==> config.mk <==
export PLATFORM = sky130hd
export DESIGN_NAME = line_follow_pid_steering
export DESIGN_NICKNAME = d
export VERILOG_FILES = /design/src/hdl/lfps_pkg.sv /design/src/hdl/line_follow_pid_steering.sv /design/src/hdl/lfps_div.sv /design/src/hdl/lfps_mac.sv
export SDC_FILE = /design/constraint.sdc
export NUM_CORES = 2
export LEC_CHECK = 0
export BUFFER_PORTS_ARGS = -buffer_cell sky130_fd_sc_hd__clkbuf_2
export CORE_ASPECT_RATIO = 1.2
export CORE_MARGIN = 5
export CORE_UTILIZATION = 43
export DETAILED_ROUTE_END_ITERATION = 16
export GPL_TIMING_DRIVEN = 0
export PLACE_DENSITY = 0.61
export SLEW_MARGIN = 20
export SYNTH_ARGS = -nofsm -noshare
export SYNTH_HDL_FRONTEND = slang
export SYNTH_HIERARCHICAL = 1
export SYNTH_SLANG_ARGS = --single-unit
==> constraint.sdc <==
create_clock -name clk -period 9.3 [get_ports clk]
set_clock_uncertainty 0.1 [all_clocks]
set_input_delay 0 -clock clk [delete_from_list [all_inputs] [get_ports clk]]
set_output_delay 0 -clock clk [all_outputs]
set_load 0.05 [all_outputs]
==> src/hdl/lfps_pkg.sv <==
// Shared types and constants for the line-follower PID steering block.
// Used by lfps_div, lfps_mac and line_follow_pid_steering; no dependencies.
package lfps_pkg;

  localparam int SENSOR_W   = 10;
  localparam int GAIN_W     = 24;
  localparam int DUTY_W     = 15;
  localparam int ERR_W      = 14;
  localparam int LIMIT_W    = 13;
  localparam int NUM_W      = 24;   // |weighted| * 2560
  localparam int DEN_W      = 13;   // sum of five readings
  localparam int QUOT_W     = 13;   // quotient never exceeds 7680
  localparam int MAC_OP_W   = 15;   // signed operand of the multiplier
  localparam int PROD_W     = GAIN_W + 1 + MAC_OP_W;
  localparam int ACC_W      = 43;
  localparam int FRAC_W     = 16;
  localparam int CORR_W     = ACC_W - FRAC_W;
  localparam int DUTY_CALC_W = CORR_W + 1;

  localparam logic signed [ERR_W-1:0] LOST_ERROR = 14'sd7680;

  typedef enum logic [2:0] {
    REG_GAIN_P         = 3'd0,
    REG_GAIN_I         = 3'd1,
    REG_GAIN_D         = 3'd2,
    REG_DARK_THRESHOLD = 3'd3,
    REG_BASE_DUTY      = 3'd4,
    REG_MIN_DUTY       = 3'd5,
    REG_MAX_DUTY       = 3'd6,
    REG_INTEGRAL_LIMIT = 3'd7
  } cfg_reg_t;

  typedef enum logic [3:0] {
    ST_IDLE,
    ST_DIV,
    ST_INTEG,
    ST_MUL_P,
    ST_MUL_I,
    ST_MUL_D,
    ST_MAC_DRAIN,
    ST_DUTY_L,
    ST_DUTY_R,
    ST_OUT
  } state_t;

  typedef struct packed {
    logic clear;
    logic step;
  } mac_ctl_t;

endpackage

==> src/hdl/line_follow_pid_steering.sv <==
// Line-follower PID steering: one sample of five sensor readings in, one pair of clamped motor
// duties out, with the position error and a line-lost flag. A sample with the line in view goes
// through the 24-step bit-serial divider that forms the position error, followed by three passes
// through the shared multiplier; a sample with the line lost skips the divider. The sequencer
// waits in its output state while the output register still holds an untaken beat. The input
// is not ready while a sample is in work; a finished result waits in the output register
// without blocking the next accept. Configuration writes are always ready and take effect
// at once.
// Depends on lfps_pkg, lfps_div and lfps_mac.
module line_follow_pid_steering (
  input  logic        clk,
  input  logic        rst_n,
  // in_tdata: sensor_a[9:0], sensor_b[19:10], sensor_c[29:20], sensor_d[39:30],
  //           sensor_e[49:40], zero pad [55:50]
  input  logic        in_tvalid,
  output logic        in_tready,
  input  logic [55:0] in_tdata,
  // out_tdata: left_duty[14:0], right_duty[29:15], error_value[43:30], zero pad [47:44]
  // out_tuser: line_lost[0]
  output logic        out_tvalid,
  input  logic        out_tready,
  output logic [47:0] out_tdata,
  output logic        out_tuser,
  input  logic        cfg_valid,
  output logic        cfg_ready,
  input  logic [2:0]  cfg_index,
  input  logic [23:0] cfg_data
);

  localparam int SW = lfps_pkg::SENSOR_W;
  localparam int EW = lfps_pkg::ERR_W;
  localparam int DW = lfps_pkg::DUTY_W;
  localparam int CW = lfps_pkg::DUTY_CALC_W;

  // configuration registers
  logic [lfps_pkg::GAIN_W-1:0]  gain_p_r, gain_i_r, gain_d_r;
  logic [SW-1:0]                dark_threshold_r;
  logic [DW-1:0]                base_duty_r, min_duty_r, max_duty_r;
  logic [lfps_pkg::LIMIT_W-1:0] integral_limit_r;

  lfps_pkg::state_t state_r, state_nxt;

  logic signed [EW-1:0]  last_err_r;
  logic signed [EW-1:0]  integral_r;
  logic signed [EW-1:0]  err_r;
  logic signed [lfps_pkg::MAC_OP_W-1:0] diff_r;
  logic                  neg_r;
  logic                  lost_r;
  logic [DW-1:0]         left_r;
  logic [DW-1:0]         right_r;

  logic                  out_valid_r;
  logic [DW-1:0]         out_left_r, out_right_r;
  logic signed [EW-1:0]  out_err_r;
  logic                  out_lost_r;

  logic in_fire;
  logic out_load;

  // sensor front end
  logic [SW-1:0]         sa, sb, sc, sd, se;
  logic signed [EW-1:0]  weighted;
  logic [EW-2:0]         weighted_mag;
  logic [lfps_pkg::DEN_W-1:0] reading_sum;
  logic                  lost_now;
  logic [lfps_pkg::NUM_W-1:0] div_num;
  logic                  div_start;
  logic                  div_done;
  logic [lfps_pkg::QUOT_W-1:0] div_quot;

  // integrator
  logic signed [EW:0]    integ_sum;
  logic signed [EW:0]    lim_pos;
  logic signed [EW:0]    integ_clamped;

  // multiplier control
  lfps_pkg::mac_ctl_t    mac_ctl;
  logic [lfps_pkg::GAIN_W-1:0] mac_gain;
  logic signed [lfps_pkg::MAC_OP_W-1:0] mac_value;
  logic signed [lfps_pkg::ACC_W-1:0] mac_acc;

  // duty stage
  logic signed [lfps_pkg::CORR_W-1:0] corr;
  logic signed [CW-1:0]  duty_raw;
  logic [DW-1:0]         duty_clamped;

  assign cfg_ready = 1'b1;

  always_ff @(posedge clk) begin
    if (!rst_n) begin
      gain_p_r         <= 24'd2293760;
      gain_i_r         <= 24'd655;
      gain_d_r         <= 24'd3932160;
      dark_threshold_r <= 10'd500;
      base_duty_r      <= 15'd23296;
      min_duty_r       <= 15'd15616;
      max_duty_r       <= 15'd24576;
      integral_limit_r <= 13'd7680;
    end else if (cfg_valid) begin
      unique case (lfps_pkg::cfg_reg_t'(cfg_index))
        lfps_pkg::REG_GAIN_P:         gain_p_r         <= cfg_data;
        lfps_pkg::REG_GAIN_I:         gain_i_r         <= cfg_data;
        lfps_pkg::REG_GAIN_D:         gain_d_r         <= cfg_data;
        lfps_pkg::REG_DARK_THRESHOLD: dark_threshold_r <= cfg_data[SW-1:0];
        lfps_pkg::REG_BASE_DUTY:      base_duty_r      <= cfg_data[DW-1:0];
        lfps_pkg::REG_MIN_DUTY:       min_duty_r       <= cfg_data[DW-1:0];
        lfps_pkg::REG_MAX_DUTY:       max_duty_r       <= cfg_data[DW-1:0];
        lfps_pkg::REG_INTEGRAL_LIMIT: integral_limit_r <= cfg_data[lfps_pkg::LIMIT_W-1:0];
        default: ;
      endcase
    end
  end

  // weighted position and reading sum
  always_comb begin
    sa = in_tdata[SW-1:0];
    sb = in_tdata[2*SW-1:SW];
    sc = in_tdata[3*SW-1:2*SW];
    sd = in_tdata[4*SW-1:3*SW];
    se = in_tdata[5*SW-1:4*SW];
    weighted = $signed({2'b00, sa, 2'b00}) - $signed({4'b0000, sa})
             + $signed({4'b0000, sb}) - $signed({4'b0000, sd})
             - $signed({2'b00, se, 2'b00}) + $signed({4'b0000, se});
    weighted_mag = weighted[EW-1] ? (EW-1)'(-weighted) : weighted[EW-2:0];
    reading_sum = {3'b000, sa} + {3'b000, sb} + {3'b000, sc} + {3'b000, sd}
                + {3'b000, se};
    lost_now = !((sa > dark_threshold_r) || (sb > dark_threshold_r)
              || (sc > dark_threshold_r) || (sd > dark_threshold_r)
              || (se > dark_threshold_r));
    // times 2560 = times 2048 plus times 512
    div_num = {weighted_mag, 11'd0} + {2'b00, weighted_mag, 9'd0};
  end

  assign in_fire   = in_tvalid && in_tready;
  assign div_start = in_fire && !lost_now;

  lfps_div u_div (
    .clk   (clk),
    .rst_n (rst_n),
    .start (div_start),
    .num   (div_num),
    .den   (reading_sum),
    .done  (div_done),
    .quot  (div_quot)
  );

  // clamp the running integral to +-limit
  always_comb begin
    integ_sum = {integral_r[EW-1], integral_r} + {err_r[EW-1], err_r};
    lim_pos   = $signed({2'b00, integral_limit_r});
    if (integ_sum > lim_pos) begin
      integ_clamped = lim_pos;
    end else if (integ_sum < -lim_pos) begin
      integ_clamped = -lim_pos;
    end else begin
      integ_clamped = integ_sum;
    end
  end

  lfps_mac u_mac (
    .clk   (clk),
    .rst_n (rst_n),
    .ctl   (mac_ctl),
    .gain  (mac_gain),
    .value (mac_value),
    .acc   (mac_acc)
  );

  // floor to Q.8 is the arithmetic drop of 16 fraction bits; one adder serves both sides
  always_comb begin
    corr = mac_acc[lfps_pkg::ACC_W-1:lfps_pkg::FRAC_W];
    if (state_r == lfps_pkg::ST_DUTY_L) begin
      duty_raw = $signed({{(CW-DW){1'b0}}, base_duty_r}) - {corr[lfps_pkg::CORR_W-1], corr};
    end else begin
      duty_raw = $signed({{(CW-DW){1'b0}}, base_duty_r}) + {corr[lfps_pkg::CORR_W-1], corr};
    end
    if (duty_raw > $signed({{(CW-DW){1'b0}}, max_duty_r})) begin
      duty_clamped = max_duty_r;
    end else if (duty_raw < $signed({{(CW-DW){1'b0}}, min_duty_r})) begin
      duty_clamped = min_duty_r;
    end else begin
      duty_clamped = duty_raw[DW-1:0];
    end
  end

  assign out_load = (state_r == lfps_pkg::ST_OUT) && (!out_valid_r || out_tready);

  // sequencer
  always_ff @(posedge clk) begin
    if (!rst_n) begin
      state_r <= lfps_pkg::ST_IDLE;
    end else begin
      state_r <= state_nxt;
    end
  end

  always_comb begin
    state_nxt     = state_r;
    in_tready     = 1'b0;
    mac_ctl.clear = 1'b0;
    mac_ctl.step  = 1'b0;
    mac_gain      = gain_p_r;
    mac_value     = {err_r[EW-1], err_r};
    unique case (state_r)
      lfps_pkg::ST_IDLE: begin
        in_tready = 1'b1;
        if (in_tvalid) begin
          state_nxt = lost_now ? lfps_pkg::ST_INTEG : lfps_pkg::ST_DIV;
        end
      end
      lfps_pkg::ST_DIV: begin
        if (div_done) begin
          state_nxt = lfps_pkg::ST_INTEG;
        end
      end
      lfps_pkg::ST_INTEG: begin
        mac_ctl.clear = 1'b1;
        state_nxt     = lfps_pkg::ST_MUL_P;
      end
      lfps_pkg::ST_MUL_P: begin
        mac_ctl.step = 1'b1;
        state_nxt    = lfps_pkg::ST_MUL_I;
      end
      lfps_pkg::ST_MUL_I: begin
        mac_ctl.step = 1'b1;
        mac_gain     = gain_i_r;
        mac_value    = {integral_r[EW-1], integral_r};
        state_nxt    = lfps_pkg::ST_MUL_D;
      end
      lfps_pkg::ST_MUL_D: begin
        mac_ctl.step = 1'b1;
        mac_gain     = gain_d_r;
        mac_value    = diff_r;
        state_nxt    = lfps_pkg::ST_MAC_DRAIN;
      end
      lfps_pkg::ST_MAC_DRAIN: state_nxt = lfps_pkg::ST_DUTY_L;
      lfps_pkg::ST_DUTY_L:    state_nxt = lfps_pkg::ST_DUTY_R;
      lfps_pkg::ST_DUTY_R:    state_nxt = lfps_pkg::ST_OUT;
      lfps_pkg::ST_OUT: begin
        if (!out_valid_r || out_tready) begin
          state_nxt = lfps_pkg::ST_IDLE;
        end
      end
      default: state_nxt = lfps_pkg::ST_IDLE;
    endcase
  end

  // loop state
  always_ff @(posedge clk) begin
    if (!rst_n) begin
      last_err_r <= '0;
      integral_r <= '0;
    end else if (state_r == lfps_pkg::ST_INTEG) begin
      integral_r <= integ_clamped[EW-1:0];
      last_err_r <= err_r;
    end
  end

  // per-sample datapath
  always_ff @(posedge clk) begin
    if (in_fire) begin
      lost_r <= lost_now;
      neg_r  <= weighted[EW-1];
      if (lost_now) begin
        err_r <= (last_err_r > 0) ? lfps_pkg::LOST_ERROR : -lfps_pkg::LOST_ERROR;
      end
    end
    if ((state_r == lfps_pkg::ST_DIV) && div_done) begin
      err_r <= neg_r ? -$signed({1'b0, div_quot}) : $signed({1'b0, div_quot});
    end
    if (state_r == lfps_pkg::ST_INTEG) begin
      diff_r <= {err_r[EW-1], err_r} - {last_err_r[EW-1], last_err_r};
    end
    if (state_r == lfps_pkg::ST_DUTY_L) begin
      left_r <= duty_clamped;
    end
    if (state_r == lfps_pkg::ST_DUTY_R) begin
      right_r <= duty_clamped;
    end
  end

  // output register: hold a beat until taken
  always_ff @(posedge clk) begin
    if (!rst_n) begin
      out_valid_r <= 1'b0;
    end else if (out_load) begin
      out_valid_r <= 1'b1;
    end else if (out_tready) begin
      out_valid_r <= 1'b0;
    end
  end

  always_ff @(posedge clk) begin
    if (out_load) begin
      out_left_r  <= left_r;
      out_right_r <= right_r;
      out_err_r   <= err_r;
      out_lost_r  <= lost_r;
    end
  end

  assign out_tvalid = out_valid_r;
  assign out_tdata  = {4'b0000, out_err_r, out_right_r, out_left_r};
  assign out_tuser  = out_lost_r;

endmodule

==> src/hdl/lfps_div.sv <==
// Iterative restoring divider, one quotient bit per cycle.
// Depends on lfps_pkg for widths.
module lfps_div (
  input  logic                            clk,
  input  logic                            rst_n,
  input  logic                            start,
  input  logic [lfps_pkg::NUM_W-1:0]      num,
  input  logic [lfps_pkg::DEN_W-1:0]      den,
  output logic                            done,
  output logic [lfps_pkg::QUOT_W-1:0]     quot
);

  localparam int CNT_W = $clog2(lfps_pkg::NUM_W + 1);

  logic [lfps_pkg::NUM_W-1:0] num_r;
  logic [lfps_pkg::DEN_W-1:0] den_r;
  logic [lfps_pkg::DEN_W-1:0] rem_r;
  logic [CNT_W-1:0]           cnt_r;
  logic                       busy_r;
  logic                       done_r;

  logic [lfps_pkg::DEN_W:0]   rem_sh;
  logic [lfps_pkg::DEN_W+1:0] trial;
  logic                       fits;

  always_comb begin
    rem_sh = {rem_r, num_r[lfps_pkg::NUM_W-1]};
    trial  = {1'b0, rem_sh} - {2'b00, den_r};
    fits   = ~trial[lfps_pkg::DEN_W+1];
  end

  always_ff @(posedge clk) begin
    if (!rst_n) begin
      busy_r <= 1'b0;
      done_r <= 1'b0;
      cnt_r  <= '0;
    end else begin
      done_r <= 1'b0;
      if (start) begin
        busy_r <= 1'b1;
        cnt_r  <= CNT_W'(lfps_pkg::NUM_W);
      end else if (busy_r) begin
        cnt_r <= cnt_r - 1'b1;
        if (cnt_r == CNT_W'(1)) begin
          busy_r <= 1'b0;
          done_r <= 1'b1;
        end
      end
    end
  end

  // Quotient bits shift in behind the numerator bits as they are used.
  always_ff @(posedge clk) begin
    if (start) begin
      num_r <= num;
      den_r <= den;
      rem_r <= '0;
    end else if (busy_r) begin
      num_r <= {num_r[lfps_pkg::NUM_W-2:0], fits};
      rem_r <= fits ? trial[lfps_pkg::DEN_W-1:0] : rem_sh[lfps_pkg::DEN_W-1:0];
    end
  end

  assign done = done_r;
  assign quot = num_r[lfps_pkg::QUOT_W-1:0];

endmodule

==> src/hdl/lfps_mac.sv <==
// Shared multiply-accumulate unit: unsigned gain times signed operand,
// product registered, then summed into a wide accumulator. Uses lfps_pkg.
module lfps_mac (
  input  logic                                    clk,
  input  logic                                    rst_n,
  input  lfps_pkg::mac_ctl_t                      ctl,
  input  logic [lfps_pkg::GAIN_W-1:0]             gain,
  input  logic signed [lfps_pkg::MAC_OP_W-1:0]    value,
  output logic signed [lfps_pkg::ACC_W-1:0]       acc
);

  logic signed [lfps_pkg::PROD_W-1:0] prod_r;
  logic                               prod_vld_r;
  logic signed [lfps_pkg::ACC_W-1:0]  acc_r;

  always_ff @(posedge clk) begin
    if (!rst_n) begin
      prod_vld_r <= 1'b0;
    end else begin
      prod_vld_r <= ctl.step;
    end
  end

  always_ff @(posedge clk) begin
    if (ctl.step) begin
      prod_r <= $signed({1'b0, gain}) * value;
    end
  end

  always_ff @(posedge clk) begin
    if (ctl.clear) begin
      acc_r <= '0;
    end else if (prod_vld_r) begin
      acc_r <= acc_r + {{(lfps_pkg::ACC_W-lfps_pkg::PROD_W){prod_r[lfps_pkg::PROD_W-1]}},
                        prod_r};
    end
  end

  assign acc = acc_r;

endmodule

After elaboration in Yosys (flattened, before gate mapping)
Cells that the tools add are included.
- equal/unequal tests: 21
- reductions and logical operators: 29
- bitwise logic cells: 3
- order comparisons: 10
- multipliers: 1
- add/subtract/negate cells: 20
- mux-type cells: 32
- operator list (operator ; number):
    two-way mux 14 bit ; 7
    greater-than comparator 10 bit ; 5
    two-way mux 24 bit ; 2
    case mux 24 bit (2 select lines) ; 1
    adder 43 bit ; 1
    multiplier 25 x 15 -> 40 bit ; 1
    case mux 4 bit (10 select lines) ; 1
    two-way mux 15 bit ; 2
    case mux 15 bit (2 select lines) ; 1
    adder 16 x 27 -> 28 bit ; 1
    greater-than comparator 28 x 16 -> 1 bit ; 1
    less-than comparator 28 x 16 -> 1 bit ; 1
    two-way mux 28 bit ; 1
    subtractor 16 x 27 -> 28 bit ; 1
    two-way mux 13 bit ; 2
    adder 24 x 22 -> 24 bit ; 1
    AND reduction 2 bit ; 9
    == test 4 x 3 -> 1 bit (second input constant) ; 4
    adder 14 x 14 -> 15 bit ; 1
    greater-than comparator 15 x 14 -> 1 bit ; 1
    less-than comparator 15 bit ; 1
    negation 13 -> 15 bit ; 1
    subtractor 14 x 13 -> 15 bit ; 1
    subtractor 14 x 14 -> 15 bit ; 1
    36 further kinds ; 68
- output and inout port bits: 52
- bits of input ports: 88
- register bits: 420

Logic depth before layout (Yosys ltp)
- depth in word-level cells: 9
- depth in mapped cells: 38
- depth with buffers taken out: 38

By module
The synthesis kept the hierarchy.
- by module, submodules not included (module ; times used ; cells each ; area each (um^2)):
    line_follow_pid_steering ; 1 ; 2361 ; 20638.5
    lfps_mac ; 1 ; 1935 ; 17045.1
    lfps_div ; 1 ; 276 ; 3129.3

Worst setup path after synthesis
Ideal clock, no wire load.
- path type: reg-to-reg
- start: reg state_r[2]
- end: reg u_mac/prod_r[38] (netlist name), data pin
- cell stages (with the launch flop): 29
- path buffers: 4
- period minus slack after synthesis: 8008 ps
- setup slack: 1292 ps
- arrival time: 7648 ps
- cell sequence: dfxtp_1 > clkbuf_1 > nand2b_1 > or2_2 > clkbuf_1 > clkbuf_1 > a22oi_1 > nand2_1 > clkinv_1 > buf_1 > nor2_1 > fa_1 > fa_1 > fa_1 > fa_1 > fa_1 > inv_1 > fa_1 > inv_1 > ha_1 > a211oi_1 > o2111ai_1 > a2111oi_4 > o211ai_2 > a21oi_2 > o21ai_2 > a31o_1 > a221oi_2 > xnor2_1
- longest elaborated chain between the ends: 3
- elaborated cells on any way between the ends: 5
- ends and longest elaborated chain (item ; RTL line ; RTL):
    start: declaration ; line_follow_pid_steering.sv:41 ; lfps_pkg::state_t state_r, state_nxt;
    start signal: assignment ; line_follow_pid_steering.sv:191 ; state_r <= lfps_pkg::ST_IDLE;
    start signal: assignment ; line_follow_pid_steering.sv:193 ; state_r <= state_nxt;
    == test 4 x 3 -> 1 bit ; line_follow_pid_steering.sv:204 ; unique case (state_r)
    case mux 15 bit (2 select lines) * ; line_follow_pid_steering.sv:204 ;
    named net mac_value (one bit) ; line_follow_pid_steering.sv:79 ; logic signed [lfps_pkg::MAC_OP_W-1:0] mac_value;
    multiplier 25 x 15 -> 40 bit * ; lfps_mac.sv:26 ; prod_r <= $signed({1'b0, gain}) * value;
    end signal: assignment ; lfps_mac.sv:26 ;
    end: declaration ; lfps_mac.sv:12 ; logic signed [lfps_pkg::PROD_W-1:0] prod_r;
Mark *: on every way through the listed nets, which the timed path passes. The rest lies on a longest branch.
A chain may end at the register's enable or synchronous reset.

Worst setup path after layout
- start: reg state_r[1]
- end: reg u_mac/prod_r[38] (netlist name), data pin
- longest elaborated chain between the ends: 3
- elaborated cells on any way between the ends: 5
- ends and longest elaborated chain (item ; RTL line ; RTL):
    == test 4 x 3 -> 1 bit ; line_follow_pid_steering.sv:204 ;
    case mux 24 bit (2 select lines) * ; line_follow_pid_steering.sv:204 ;
    named net mac_gain (one bit) ; line_follow_pid_steering.sv:78 ; logic [lfps_pkg::GAIN_W-1:0] mac_gain;
    multiplier 25 x 15 -> 40 bit * ; lfps_mac.sv:26 ;
Marks and branches as above.

==> results.cfg <==
[sta]
maxSlewViolCount = 0
grt_setup_unrepaired = no
worst_pin_slew_ps = 1100
fin_crit_sh_pct = 98.1
period_minus_slack_ps = 9120
hold_violations = 0
max_freq_mhz = 110
setup_viol = 0
slew_headroom_pct = 26.8

[critical_path]
start_kind = flip-flop
crit_fanout = 10
worstSetupPathType = reg -> reg
critical_path_arrival_ps = 9360
end_kind = flip-flop
cp.required_ps = 9540
rrSetupSlack_ps = 180
cpPeakStageDelay_ps = 980
crit_slowest_cell = a222oi_1
cp_top_family = adder cells
cpMostUsedCell = fa_1
critPathBufInv = 8

[route]
firstDrtPassIters = 6
viasPerCell = 5.42
wl_per_cell_um = 19.6
postRouteAntennaNets = 0
drt_iter0_markers = 2091
vias = 32968
drc_errors = 0
drt-total-wl_mm = 119

[global_route]
grt_util_all_layers_pct = 23.0
grt_pass1_vias = 33254
grt-ovfl-total = 0
grt_pass1_wl_mm = 187
grt_max_degree = 29
antenna_found_initial = 8

[layout]
nets = 5619
drive_gt1_share_pct = 7.70
n_fill_cell = 9073
utilization_pct = 48.1
areaGrowthSynthToFinish_pct = 10.8

[die]
die_w_um = 291
dieArea_um2 = 101000
ioPinCount = 140
core_um2 = 94000
initial_core_util_pct = 43.4
fp.dieH_um = 347
rows = 123

[flow_run]
maxCapViolCount = 0

[clock_tree]
numCtsBuffers = 50
cts.sinks = 420
cts-root-buf = clkbuf_16
clockBufferDepth = 3
path_clk_slew_ps = 60
clk_latency_ps = 630
cts-htree-levels = 2
cts_tree = done

[status]
status = finished clean

[power_and_ir_drop]
total_power_mw = 11.9
peakVddDrop_uv = 743
p_per_area_nw_per_um2 = 264
p_leak_nw = 20.4

[yosys]
ys.flop_type = dfxtp_1
synthTopCellsByCount = nand2_1 (637), inv_1 (607), ha_1 (395), fa_1 (348), nor2_1 (251)
syn_area_um2 = 40800
synth_edf_count = 183
seq_area_frac_synth_pct = 25.1
synth_seq_cells = 420
avgSynthCellArea_um2 = 8.93
async_flop_share_pct = 0
yosys-top-cells-area = fa_1 (17%), edfxtp_1 (13%), ha_1 (12%), dfxtp_1 (12%), nand2_1 (5.9%)
yosys.cell_count.top_type = nand2_1
synth_top_area_share_pct = 17.1
ys_types = 101
syn_inst = 4572
yosysWarnings = 6
yosysTopAreaCell = fa_1

[worst_hold_path]
hold_path_class = in -> reg

[place]
portBuffers = 114
hpwl_mm = 95.1
gp_congestion = 0.922
==> logic make-up after synthesis <==
| kind of cell | Yosys count | share of synthesized area [%] |
|---|---|---|
| xor+xnor | 193 | 4.16 |
| mux | 77 | 1.97 |
| buf+inv | 827 | 8.00 |
| fa+ha+maj | 743 | 29.2 |
| other cells | 2 | 0.0184 |
| simple gates | 1444 | 16.6 |
| flops | 420 | 25.1 |
| compound gates | 866 | 14.9 |
==> registers in the layout, summed over array words and instances (netlist names), 24 cells and up <==
name / count
gain_p_r: 24
gain_i_r: 24
u_mac/acc: 43
gain_d_r: 24
u_div/num_r: 24
u_mac/prod_r: 40
==> cell type report <==
cell class	instances	area (um^2)	share of cell area, %
well taps	1250	1560	3.46
repair buffers	161	1070	2.38
clock inverters	29	268	0.592
flip-flops and latches	420	10200	22.6
diodes	3	7.51	0.0166
multi-input cells	3337	27400	60.6
clock buffers	64	1390	3.06
plain buffers	209	995	2.20
inverters	609	2290	5.06
==> worst paths after layout <==
path | startpoint | to | cells past startpoint
setup reg to reg | state_r[1] | u_mac/prod_r[38] | 28
hold reg to reg | right_r[5] | out_right_r[5] | 0
hold / removal | in_tdata[43] | u_div/den_r[3] | 4
setup / recovery | state_r[1] | u_mac/prod_r[38] | 28
==> per-layer routing <==
metal	track usage, %	share of wire, %	up-vias
met3	2.86	4.4	188
met5	0	0.025	-
met4	6.79	3.2	4
li1	-	-	15834
met2	41.3	50	751
met1	29.1	42	16191
==> worst min-delay path: stages <==
cell and delay (ps):
clkbuf_2 200, fa_1 200, ha_1 160, xnor2_1 120
==> metrics by stage <==
stage / instance area (um^2) / hold slack [ps] / setup slack, ps / TNS (ps) / instances
floorplan: 40900 / 17.5 / 1290 / 0 / 4584
global placement: 43000 / 154 / -669 / -2900 / 5948
detailed placement: 43100 / 159 / -793 / -4200 / 5952
CTS: 45200 / 71.2 / 42.0 / 0 / 6083
global route: 45200 / 89.2 / 14.9 / 0 / 6081
finish: 45200 / 106 / 180 / 0 / 6082
==> power breakdown <==
part / total [mW] / internal (mW) / leakage (nW) / switching, mW
sequential: 2.51 / 2.28 / 3.63 / 0.234
clock: 1.99 / 1.14 / 0.802 / 0.842
combinational: 7.43 / 3.10 / 15.9 / 4.33
total: 11.9 / 6.52 / 20.4 / 5.41
==> cells in the final DEF, fill, tap and decap left out, types with 29 or more instances in the layout <==
master	n
a21oi_1	169
nor3_1	61
o211ai_1	34
a211oi_1	37
dlygate4sd3_1	38
mux2i_1	49
nand2b_1	47
xnor2_1	138
nand3_1	80
or3_1	29
o21ai_0	138
and2_1	144
xor2_1	54
nand4_1	38
nor2b_1	46
a21o_1	71
a222oi_1	37
clkbuf_16	51
clkbuf_1	138
o21a_1	46
inv_1	600
clkbuf_2	136
a21boi_0	133
edfxtp_1	183
nand2_1	636
buf_4	35
nor2_1	249
fa_1	348
dfxtp_1	236
ha_1	395
==> timing repair <==
item | in CTS | in global routing
setup endpoints to repair | 16 | 10
setup buffers | 4 | 1
hold buffers | 38 | 0
resized for setup | 30 | 35
endpoints found under the hold margin | 158 | 0
pin swaps | 8 | 10
Power figures use the tool's default switching activity.
